[src/design/vdk5_pkg.sv]
`timescale 1ns / 1ps
// ----------------------------------------------------------------------------
// Viterbi decoder package
// Types, constants and code functions of the K=5 rate-1/4 decoder.
// ----------------------------------------------------------------------------
package vdk5_pkg;

   localparam int NUM_STATES    = 16;
   localparam int STATE_W       = 4;
   localparam int METRIC_W      = 12;
   localparam int BYTE_W        = 8;
   localparam int CNT_W         = 4;
   localparam int MAX_STEPS_DEF = 512;

   localparam logic [METRIC_W-1:0] METRIC_MAX = '1;

   typedef enum logic [1:0] {
      ST_IDLE,
      ST_ACS,
      ST_COMMIT,
      ST_TRACE
   } dec_state_type;

   typedef enum logic [2:0] {
      TB_IDLE,
      TB_BACK,
      TB_FETCH,
      TB_PACK,
      TB_SEND
   } tb_state_type;

   typedef struct packed {
      logic dec_we;
      logic start;
   } tb_cmd_type;

   function automatic logic [3:0] code_word(input logic [STATE_W-1:0] p, input logic u);
      logic [3:0] cw;
      cw[0] = u ^ p[0] ^ p[3];
      cw[1] = u ^ p[1] ^ p[2] ^ p[3];
      cw[2] = u ^ p[0] ^ p[1] ^ p[3];
      cw[3] = u ^ p[0] ^ p[2] ^ p[3];
      return cw;
   endfunction

   function automatic logic [2:0] branch_cost(input logic [3:0] cw, input logic [3:0] rx,
                                              input logic [3:0] er);
      logic [3:0] diff;
      diff = (cw ^ rx) & ~er;
      return 3'(diff[0]) + 3'(diff[1]) + 3'(diff[2]) + 3'(diff[3]);
   endfunction

endpackage

[src/design/vdk5_acs.sv]
`timescale 1ns / 1ps
// ----------------------------------------------------------------------------
// Viterbi decoder add-compare-select unit
// Branch cost, add, compare and select for one trellis state.
// ----------------------------------------------------------------------------
module vdk5_acs
   import vdk5_pkg::*;
(
   input  logic [STATE_W-2:0]  pred_lo,
   input  logic                in_bit,
   input  logic [3:0]          rx,
   input  logic [3:0]          er,
   input  logic [METRIC_W-1:0] metric_lo,
   input  logic [METRIC_W-1:0] metric_hi,
   input  logic                reach_lo,
   input  logic                reach_hi,
   output logic [METRIC_W-1:0] metric_out,
   output logic                decision,
   output logic                reach_out
);

   localparam int SUM_W = METRIC_W + 1;

   logic [STATE_W-1:0] p0;
   logic [STATE_W-1:0] p1;
   logic [SUM_W-1:0]   sum_lo;
   logic [SUM_W-1:0]   sum_hi;
   logic [SUM_W-1:0]   sum_sel;
   logic               pick_hi;

   assign p0     = {1'b0, pred_lo};
   assign p1     = {1'b1, pred_lo};
   assign sum_lo = {1'b0, metric_lo} + SUM_W'(branch_cost(code_word(p0, in_bit), rx, er));
   assign sum_hi = {1'b0, metric_hi} + SUM_W'(branch_cost(code_word(p1, in_bit), rx, er));

   always_comb begin
      pick_hi = 1'b0;
      sum_sel = '0;
      if (reach_lo && reach_hi) begin
         pick_hi = (sum_hi < sum_lo);
         sum_sel = pick_hi ? sum_hi : sum_lo;
      end else if (reach_lo) begin
         sum_sel = sum_lo;
      end else if (reach_hi) begin
         pick_hi = 1'b1;
         sum_sel = sum_hi;
      end
   end

   assign metric_out = (sum_sel > {1'b0, METRIC_MAX}) ? METRIC_MAX : sum_sel[METRIC_W-1:0];
   assign decision   = pick_hi;
   assign reach_out  = reach_lo | reach_hi;

endmodule

[config.mk]
export PLATFORM = sky130hd
export DESIGN_NAME = vdk5_acs
export DESIGN_NICKNAME = d
export VERILOG_FILES = /design/src/design/vdk5_pkg.sv /design/src/design/vdk5_acs.sv
export SDC_FILE = /design/constraint.sdc
export NUM_CORES = 1
export LEC_CHECK = 0
export BUFFER_PORTS_ARGS = -buffer_cell sky130_fd_sc_hd__buf_2
export CORE_ASPECT_RATIO = 0.7
export CORE_MARGIN = 1.5
export CORE_UTILIZATION = 52
export DETAILED_ROUTE_END_ITERATION = 10
export PLACE_DENSITY = 0.85
export SLEW_MARGIN = 20
export SYNTH_ARGS = -nofsm -noshare
export SYNTH_HDL_FRONTEND = slang
export SYNTH_SLANG_ARGS = --single-unit
[constraint.sdc]
create_clock -name vclk -period 8.35
set_input_delay 1.67 -clock vclk [all_inputs]
set_output_delay 1.67 -clock vclk [all_outputs]
set_load 0.01 [all_outputs]
==> run metrics <==
post-CTS sizing 0; die span in y between 40 and 50 microns; DR DRC count 0; vias per inst 5.43; fraction of the yosys area taken by sequential cells 0%; register area 0 sq um; post-route ant nets 0; area share of and/or/nand/nor cells after synthesis ~33%; PortBufs 52; post-route setup TNS 0 ns; ANT cells 0; largest net degree at the start of global routing 14; final hold viol count 0; final estimated routing congestion in global placement approximately 0.85; Critical Path Max Stage Delay approximately 0.49 ns; Critical Path RT 6.68 ns; initial antenna violation count 0; most frequent cell after synthesis xnor2_1; die width roughly 63 microns; Max FO, Critical Path 12; Syn Nets about 230; fin crit period roughly 7.9 ns; type of origin of the critical path input pin; Max rail drop VDD 0.0667 mV; Initial Utilization slightly below 60%; wire length per cell 13.2 microns; largest family of logic cells by synthesized area simple AND/OR/NAND/NOR gates; most used cell, CP fa_1; Critical Path, Cell by Cell buf_2 -> xor2_1 -> xnor2_1 -> or2_2 -> fa_1 -> fa_1 -> inv_1 -> fa_1 -> nand4_1 -> xor2_1 -> ha_1 -> a21oi_1 -> o21ai_0 -> a211o_1 -> nand4_1 -> o221a_2 -> o22ai_1 -> buf_2; flip-flop and latch count 0; Global Route Usage Sum 24.5%; Critical Path Sink Type primary output; status finished, final reports clean; largest cells by area after synthesis ha_1, xnor2_1, fa_1, xor2_1, nor2_1; global-route wire length before repair 5490 microns; Crit Path Class in2out; hold path start reach_hi; Tightest Pin Transition between 0.5 and 0.6 ns; Synth top area share 13.4%; final setup vio count 0; Synth Area in XOR/XNOR a little under a fifth; Final period util a little over nine tenths; Synth Area in Adders a little under a quarter; max cap viols 0; drt first pass iters 4; YS warnings 0; crit path from in_bit; layout cells sized above 1 a little under 30%; 1st-iter DRT viols 60; Synth Area in Compound Gates 20.1%; grt ovf 0; Worst slew margin roughly two thirds; Synth Instances about 180; Slowest-stage cell, CP fa_1; Inst Count DP between 200 and 300; num rows 14; fin. max-slew vios 0; Final Non-Filler Cells roughly 260; final wirelength between 3000 and 4000 microns; Unique masters post-synth 40; hpwl dp roughly 2900 microns; most frequent cells after synthesis xnor2_1, nor2_1, ha_1; Max Clk Rate 127 MHz; Layout area overhead 21.5%; Synth Area per Inst approximately 7.4 sq um; Hold Path Class in2out; Setup Fix Bufs, Post-CTS 0; PD cells roughly 96 mW/mm^2; Hold-fix buffers, CTS 0; vias in the first global route approximately 1200; WP data arrival between 6 and 7 ns; biggest area consumer among synthesized cells ha_1; # nets final around 290; routed vias roughly 1400; Lkg Pwr 0.728 nW; CLK BUF 0; mux contribution to synthesized area 0%; Post-Syn Area approximately 0.0013 sq mm; RSZ-0062 raised after global routing no; I/O pin total 52; CORE AREA 0.00226 sq mm; die area roughly 0.0028 sq mm
[cells in the final DEF (no fill, tap or decap), types with 2 or more instances in the layout]
cell / synthesis / routed
buf_2: 1 / 52
xnor2_1: 19 / 19
nor2_1: 17 / 17
ha_1: 14 / 14
inv_1: 11 / 11
nand2_1: 11 / 11
nand3_1: 9 / 9
nand4_1: 9 / 9
o22ai_1: 9 / 9
xor2_1: 8 / 8
and2_1: 7 / 7
nand2b_1: 6 / 6
fa_1: 6 / 6
or2_2: 5 / 5
nor2b_1: 5 / 5
a21oi_1: 4 / 4
a21o_1: 3 / 3
o22ai_2: 3 / 3
and4_1: 2 / 2
nor3b_1: 2 / 2
o21ai_0: 2 / 2
o21ai_1: 2 / 2
nor3_1: 2 / 2
buf_4: 1 / 2
[final timing paths]
path	end	depth (start not counted)	slack, ns
worst max-delay path	metric_out[4]	18	0.47
worst min-delay path	reach_out	3	3.65
[logic make-up after synthesis]
logic type / Yosys count
AOI/OAI and AO/OA: 33
xor gates and xnor gates: 27
adders and majority gates: 20
buffers and inverters: 15
and+or+nand+nor: 80
[critical path: cells and delay by family]
family	cells	cell delay [ns]
fa+ha+maj	4	1.49
compound gates	5	1.28
xor+xnor	3	0.73
simple gates	3	0.66
buf+inv	3	0.39
[metrics by stage]
stage,hold slack [ns],instance area (sq um),util [%],worst slack (ns),total power [mW]
6_report,3.65,1580,70.0,0.472,0.152
5_1_grt,3.67,1580,70.0,0.116,0.170
4_1_cts,3.65,1580,70.0,0.492,0.151
3_5_place_dp,3.65,1580,70.0,0.486,0.149
3_3_place_gp,3.63,1580,70.0,0.639,0.147
2_1_floorplan,3.44,1300,-,1.06,0.105
[routing by layer]
metal  up-vias  GRT usage (%)  share of wire (%)
met4         0          0.444                  0
li1        728              -                  -
met5         -              0                  0
met1       616           37.7                 52
met2        52           40.2                 40
met3         0           1.75                7.5
[where the power goes]
group,switching [mW],internal (mW)
clock,0,0
combinational,0.0832,0.0685
sequential,0,0
total,0.0832,0.0685
[area by class of cell]
| cell class | instances | area (sq um) |
|---|---|---|
| Tap cell | 32 | 40.0 |
| Inverter | 11 | 41.3 |
| Timing Repair Buffer | 54 | 275 |
| Fill cell | 203 | 677 |
| Multi-Input combinational cell | 160 | 1230 |
No activity file was read; power rests on OpenSTA's default activity.
